<file path="src/sv/sem_pkg.sv">
// ----------------------------------------------------------------------------
// sem_pkg
// Shared types and constants for the RGB Sobel edge magnitude unit.
// ----------------------------------------------------------------------------
`timescale 1ns / 1ps

package sem_pkg;

   localparam int CHAN_N     = 3;
   localparam int CHAN_W     = 8;
   localparam int PIX_W      = CHAN_N * CHAN_W;
   localparam int WIN_N      = 3;
   localparam int TAPS       = WIN_N * WIN_N;
   localparam int KERN_BITS  = 3;
   localparam int GRAD_W     = 11;
   localparam int SAT_LIMIT  = ((1 << CHAN_W) - 1) << CHAN_W;

   localparam int IMG_W_BITS = 11;
   localparam int IMG_H_BITS = 13;
   localparam logic [IMG_W_BITS-1:0] IMG_W_RESET = 11'd640;
   localparam logic [IMG_H_BITS-1:0] IMG_H_RESET = 13'd480;

   localparam int CSR_IDX_W  = 4;
   localparam int CSR_DATA_W = 16;
   localparam logic [CSR_IDX_W-1:0] REG_IMAGE_WIDTH  = 4'd0;
   localparam logic [CSR_IDX_W-1:0] REG_IMAGE_HEIGHT = 4'd1;

   localparam logic signed [KERN_BITS-1:0] KERN_X [TAPS] = '{
      -3'sd1, 3'sd0, 3'sd1,
      -3'sd2, 3'sd0, 3'sd2,
      -3'sd1, 3'sd0, 3'sd1
   };
   localparam logic signed [KERN_BITS-1:0] KERN_Y [TAPS] = '{
      -3'sd1, -3'sd2, -3'sd1,
       3'sd0,  3'sd0,  3'sd0,
       3'sd1,  3'sd2,  3'sd1
   };

   // channel 0 is red, 1 green, 2 blue
   typedef logic [CHAN_N-1:0][CHAN_W-1:0] rgb_type;

   typedef struct packed {
      logic [CHAN_W-1:0] red_in;
      logic [CHAN_W-1:0] green_in;
      logic [CHAN_W-1:0] blue_in;
      logic              flush;
   } sem_req_type;

   typedef struct packed {
      logic [CHAN_W-1:0] red_out;
      logic [CHAN_W-1:0] green_out;
      logic [CHAN_W-1:0] blue_out;
      logic              frame_last;
   } sem_rsp_type;

   typedef struct packed {
      logic [CSR_IDX_W-1:0]  index;
      logic [CSR_DATA_W-1:0] data;
   } sem_csr_type;

   typedef struct packed {
      logic top;
      logic bottom;
      logic left;
      logic right;
   } border_type;

   typedef enum logic [2:0] {
      ST_IDLE,
      ST_READ,
      ST_GRAD,
      ST_LAUNCH,
      ST_WAIT,
      ST_HOLD
   } sem_state_type;

   typedef enum logic [1:0] {
      MAG_IDLE,
      MAG_ADD,
      MAG_ROOT,
      MAG_ROUND
   } mag_phase_type;

endpackage

</file>
<file path="src/sv/sem_mag.sv">
// ----------------------------------------------------------------------------
// sem_mag
// One channel lane: squares, sum, digit-by-digit square root, rounding, clamp.
// ----------------------------------------------------------------------------
`timescale 1ns / 1ps

module sem_mag (
   input  logic                               clock,
   input  logic                               reset,
   input  logic                               start,
   input  logic signed [sem_pkg::GRAD_W-1:0]  grad_x,
   input  logic signed [sem_pkg::GRAD_W-1:0]  grad_y,
   output logic                               done,
   output logic        [sem_pkg::CHAN_W-1:0]  mag
);
   import sem_pkg::*;

   localparam int ABS_W = GRAD_W - 1;
   localparam int SQ_W  = 2 * ABS_W;
   localparam int SUM_W = SQ_W + 1;
   localparam int RAD_W = 2 * CHAN_W;
   localparam int REM_W = CHAN_W + 3;
   localparam int CNT_W = $clog2(CHAN_W);
   localparam logic [SUM_W-1:0] SAT_SUM = SUM_W'(SAT_LIMIT);

   mag_phase_type phase_ff, phase_in;
   logic ld_sq, ld_sum, step, finish;

   logic signed [GRAD_W-1:0] neg_x, neg_y;
   logic [ABS_W-1:0] abs_x, abs_y;
   logic [SQ_W-1:0]  sq_x_ff, sq_x_in, sq_y_ff, sq_y_in;
   logic [SUM_W-1:0] sum;
   logic             sat_ff, sat_in;
   logic [RAD_W-1:0] sh_ff, sh_in;
   logic [REM_W-1:0] rem_ff, rem_in, rem_sh, trial;
   logic             fit;
   logic [CHAN_W-1:0] root_ff, root_in;
   logic [CNT_W-1:0]  cnt_ff, cnt_in;
   logic [CHAN_W-1:0] mag_ff, mag_in;
   logic              done_ff, done_in;

   always_comb begin
      phase_in = phase_ff;
      unique case (phase_ff)
         MAG_IDLE:  if (start) phase_in = MAG_ADD;
         MAG_ADD:   phase_in = MAG_ROOT;
         MAG_ROOT:  if (cnt_ff == CNT_W'(CHAN_W - 1)) phase_in = MAG_ROUND;
         MAG_ROUND: phase_in = MAG_IDLE;
         default:   phase_in = MAG_IDLE;
      endcase
   end

   always_comb begin
      ld_sq  = 1'b0;
      ld_sum = 1'b0;
      step   = 1'b0;
      finish = 1'b0;
      unique case (phase_ff)
         MAG_IDLE:  ld_sq  = start;
         MAG_ADD:   ld_sum = 1'b1;
         MAG_ROOT:  step   = 1'b1;
         MAG_ROUND: finish = 1'b1;
         default: ;
      endcase
   end

   assign neg_x  = -grad_x;
   assign neg_y  = -grad_y;
   assign abs_x  = grad_x[GRAD_W-1] ? neg_x[ABS_W-1:0] : grad_x[ABS_W-1:0];
   assign abs_y  = grad_y[GRAD_W-1] ? neg_y[ABS_W-1:0] : grad_y[ABS_W-1:0];
   assign sum    = SUM_W'(sq_x_ff) + SUM_W'(sq_y_ff);
   assign rem_sh = {rem_ff[REM_W-3:0], sh_ff[RAD_W-1 -: 2]};
   assign trial  = REM_W'({root_ff, 2'b01});
   assign fit    = rem_sh >= trial;

   always_comb begin
      sq_x_in = sq_x_ff;
      sq_y_in = sq_y_ff;
      sat_in  = sat_ff;
      sh_in   = sh_ff;
      rem_in  = rem_ff;
      root_in = root_ff;
      cnt_in  = cnt_ff;
      mag_in  = mag_ff;
      done_in = finish;
      if (ld_sq) begin
         sq_x_in = SQ_W'(abs_x) * SQ_W'(abs_x);
         sq_y_in = SQ_W'(abs_y) * SQ_W'(abs_y);
      end
      if (ld_sum) begin
         sat_in  = sum > SAT_SUM;
         sh_in   = sum[RAD_W-1:0];
         rem_in  = '0;
         root_in = '0;
         cnt_in  = '0;
      end
      if (step) begin
         sh_in   = {sh_ff[RAD_W-3:0], 2'b00};
         rem_in  = fit ? rem_sh - trial : rem_sh;
         root_in = {root_ff[CHAN_W-2:0], fit};
         cnt_in  = cnt_ff + CNT_W'(1);
      end
      if (finish) begin
         // round half up: remainder above root means s > n*n + n
         if (sat_ff) begin
            mag_in = '1;
         end else if (rem_ff > REM_W'(root_ff)) begin
            mag_in = root_ff + CHAN_W'(1);
         end else begin
            mag_in = root_ff;
         end
      end
   end

   always_ff @(posedge clock) begin
      if (reset) begin
         phase_ff <= MAG_IDLE;
         done_ff  <= 1'b0;
         cnt_ff   <= '0;
      end else begin
         phase_ff <= phase_in;
         done_ff  <= done_in;
         cnt_ff   <= cnt_in;
      end
   end

   always_ff @(posedge clock) begin
      sq_x_ff <= sq_x_in;
      sq_y_ff <= sq_y_in;
      sat_ff  <= sat_in;
      sh_ff   <= sh_in;
      rem_ff  <= rem_in;
      root_ff <= root_in;
      mag_ff  <= mag_in;
   end

   assign done = done_ff;
   assign mag  = mag_ff;

endmodule
</file>
<file path="config.mk">
export PLATFORM = sky130hd
export DESIGN_NAME = sem_mag
export DESIGN_NICKNAME = d
export VERILOG_FILES = /design/src/sv/sem_pkg.sv /design/src/sv/sem_mag.sv
export SDC_FILE = /design/constraint.sdc
export NUM_CORES = 1
export LEC_CHECK = 0
export BUFFER_PORTS_ARGS = -buffer_cell sky130_fd_sc_hd__clkbuf_2
export CORE_UTILIZATION = 29
export CTS_CLUSTER_SIZE = 40
export DETAILED_ROUTE_END_ITERATION = 8
export SETUP_SLACK_MARGIN = 0.3
export SYNTH_ARGS = -nofsm -noshare
export SYNTH_HDL_FRONTEND = slang
export SYNTH_SLANG_ARGS = --single-unit
</file>
<file path="constraint.sdc">
create_clock -name clock -period 9.3 [get_ports clock]
set_input_delay 2.325 -clock clock [delete_from_list [all_inputs] [get_ports clock]]
set_output_delay 2.325 -clock clock [all_outputs]
set_load 0.01 [all_outputs]
</file>
==> results.yml <==
yosys:
  yosysWarningCount: 0
  yosysTopAreaCell: "edfxtp_1"
  synthAdderAreaFrac_pct: 34.4
  synth_top_cell_area_share_pct: 23.5
  synth_xor_area_share_pct: 7.01
  synth_edf_count: 80
  synth_top_family_by_area: "adder cells"
  async_flop_share_pct: 0
  ys.flop_type: "edfxtp_1"
  synth.area.mux_share_pct: 1.86
  syn_nets: 1332
  syn-cell-area_um2: 10200
  avgSynthCellArea_um2: 9.47
  synthTopCellsByArea: "edfxtp_1 (23%), fa_1 (18%), ha_1 (17%)"
  ys_types: 71
  netlist_instances: 1080
  synth_simple_gate_area_share_pct: 13.3
  synth_compound_area_share_pct: 10.8
  ys_ff_latch: 88
  seq_area_frac_synth_pct: 25.0
sta:
  slew_violations: 0
  setup_viol: 0
  rsz0062_at_grt: "no"
  tns_ps: 0
  finClkSkew_ps: 11.6
  finalWorstSetupSlack_ps: 956
  period_needed_ps: 8340
  max_freq_ghz: 0.120
  max-slew-margin-rel_pct: 39.6
  worst_pin_slew_ps: 907
  hold_violations: 0
  fin_crit_sh_pct: 89.7
clock_network:
  clock-sinks: 88
  clk_latency_ps: 340
  htreeDepth: 3
  cts_root_buffer: "clkbuf_16"
  cts-buffers-inserted: 9
  postCtsSetupBuffers: 0
  cts_tree: "yes"
  cts_hold_buf: 0
  post_cts_resize_count: 0
  clockBufferDepth: 2
  clkTransAtPathRegs_ps: 60
floorplan:
  io_pins: 34
  die_w_um: 190
  rows: 68
  die_area_um2: 36000
  die_h_um: 190
  initial_core_util_pct: 29.5
  core_um2: 34600
global_route:
  antenna_found_initial: 0
  grt_pass1_wl_um: 33900
  grt_max_degree: 39
  grt-ovfl-total: 0
  first_global_vias: 7466
  grt_usage_pct: 11.5
critical_path:
  r2r_start: "sq_x_ff[3]"
  cp.arrival_ps: 8440
  crit_start: "grad_x[0]"
  required_ps: 9390
  end_kind: "flip-flop"
  crit_path_max_fanout: 7
  critPathLaunchType: "input port"
  crit_type: "in -> reg"
status:
  status: "completed"
drt:
  route.final.wire_length_um: 19500
  viasPerCell: 4.60
  dr.pass1.iters: 4
  via_count: 7287
  wl_per_cell_um: 12.3
  ant_nets: 0
  drtIter0Drc: 250
  route.detailed.drc: 0
placement:
  port_buffers: 33
  placedCellCount: 1569
  hpwl_um: 16400
  dp_slack_ps: 613
  gp_congestion: 0.835
finish:
  fin_cells: 1585
  nets: 1377
  drive_gt1_share_pct: 6.73
  area_delta_synth_final_pct: 10.3
  antenna_cells: 0
run:
  cap_violations: 0
min_path:
  hold_start: "cnt_ff[1]"
  hold_path.class: "reg -> reg"
## path summary, 6_finish.rpt
path              cells after the start          end  slack (ps)
setup / recovery                     24  sq_x_ff[18]         960
hold reg to reg                       2    cnt_ff[1]         480
hold / removal                        2    cnt_ff[1]         480
setup reg to reg                     10       sat_ff        5900
## synth_stat cells, drive strengths merged (2+ instances only)
cell,instances
a211o,3
a211oi,3
a21boi,6
a21o,19
a21oi,35
a22o,4
a31o,2
a31oi,4
and2,7
and3,8
buf,3
clkbuf,8
clkinv,5
dfxtp,8
edfxtp,80
fa,90
ha,137
inv,189
mux2,5
mux2i,13
nand2,100
nand2b,10
nand3,11
nand3b,3
nand4,6
nor2,118
nor2b,8
nor3,15
nor3b,2
nor4,2
nor4b,2
o211ai,3
o21a,7
o21ai,34
o21bai,11
o311ai,2
o31a,2
o31ai,7
o41a,2
o41ai,3
or3,7
or4,3
xnor2,60
xor2,21
## routing by layer
layer	track usage, %	share of wire (%)	up-vias
met3	2.07	2.2	10
met4	1.77	0.74	0
met1	14.3	46	3553
met5	0	0	-
met2	20.8	51	53
li1	-	-	3671
## worst max-delay path: stages
cell and delay [ps]:
clkbuf_2 90, inv_1 230, nand3_1 100, o21ai_0 360
nand2_1 190, xor2_1 390, nand2_1 220, fa_1 540
fa_1 550, inv_1 50, fa_1 500, fa_1 540
inv_1 50, fa_1 520, inv_1 40, ha_1 330
nand3_1 120, nor3_1 190, a221oi_1 120, o41ai_2 380
a21oi_1 140, o21ai_0 170, o211ai_1 120, xnor2_1 140
## flip-flops by register name (all words and copies together), names as in the netlist
name / count
cnt_ff: 3
done: 1
mag: 8
phase_ff: 2
rem_ff: 11
root_ff: 8
sat_ff: 1
sh_ff: 16
sq_x_ff: 19
sq_y_ff: 19
## cell type report
class | instances | area [um^2]
fillers | 3544 | 23300
multi-input cells | 787 | 6890
flip-flops and latches | 88 | 2560
inverters | 194 | 728
well taps | 455 | 569
clock buffers | 14 | 265
repair buffers | 45 | 255
clock inverters | 2 | 15.0
## placed cells by master (no fill, tap or decap), types with 4 or more instances in the layout
cell         n
o21a_1       7
clkbuf_2    33
xor2_1      21
dfxtp_1      8
nand2_1    100
nor3_1      14
a22o_1       4
a21oi_1     33
xnor2_1     59
o21bai_1    11
buf_4       12
and3_1       8
mux2i_1     13
nor2_1     118
mux2_2       4
o31ai_1      7
clkbuf_1     4
nand2b_1     9
fa_1        90
nand3_1     11
inv_1      189
edfxtp_1    80
o21ai_0     32
clkbuf_16   10
a21boi_0     5
nand4_1      6
and2_1       7
or3_1        7
ha_1       137
a21o_1      19
clkinv_1     5
nor2b_1      8
## through the flow
step | hold slack (ps) | util [%] | cell area, um^2
2_1_floorplan | 444 | - | 10200
3_3_place_gp | 458 | 31.8 | 11000
3_5_place_dp | 466 | 31.8 | 11000
4_1_cts | 476 | 32.6 | 11300
5_1_grt | 504 | 32.6 | 11300
6_report | 477 | 32.6 | 11300
## cells by family (layout without fill, tap and decap cells)
logic type	Yosys count	count (layout)
compound gates	156	156
xor+xnor	81	81
fa+ha+maj	227	227
buf+inv	205	255
flops	88	88
mux	18	18
simple gates	305	305
Power is not shown: default switching activity piles up to over one toggle a cycle in this logic, so the estimate is an artifact.
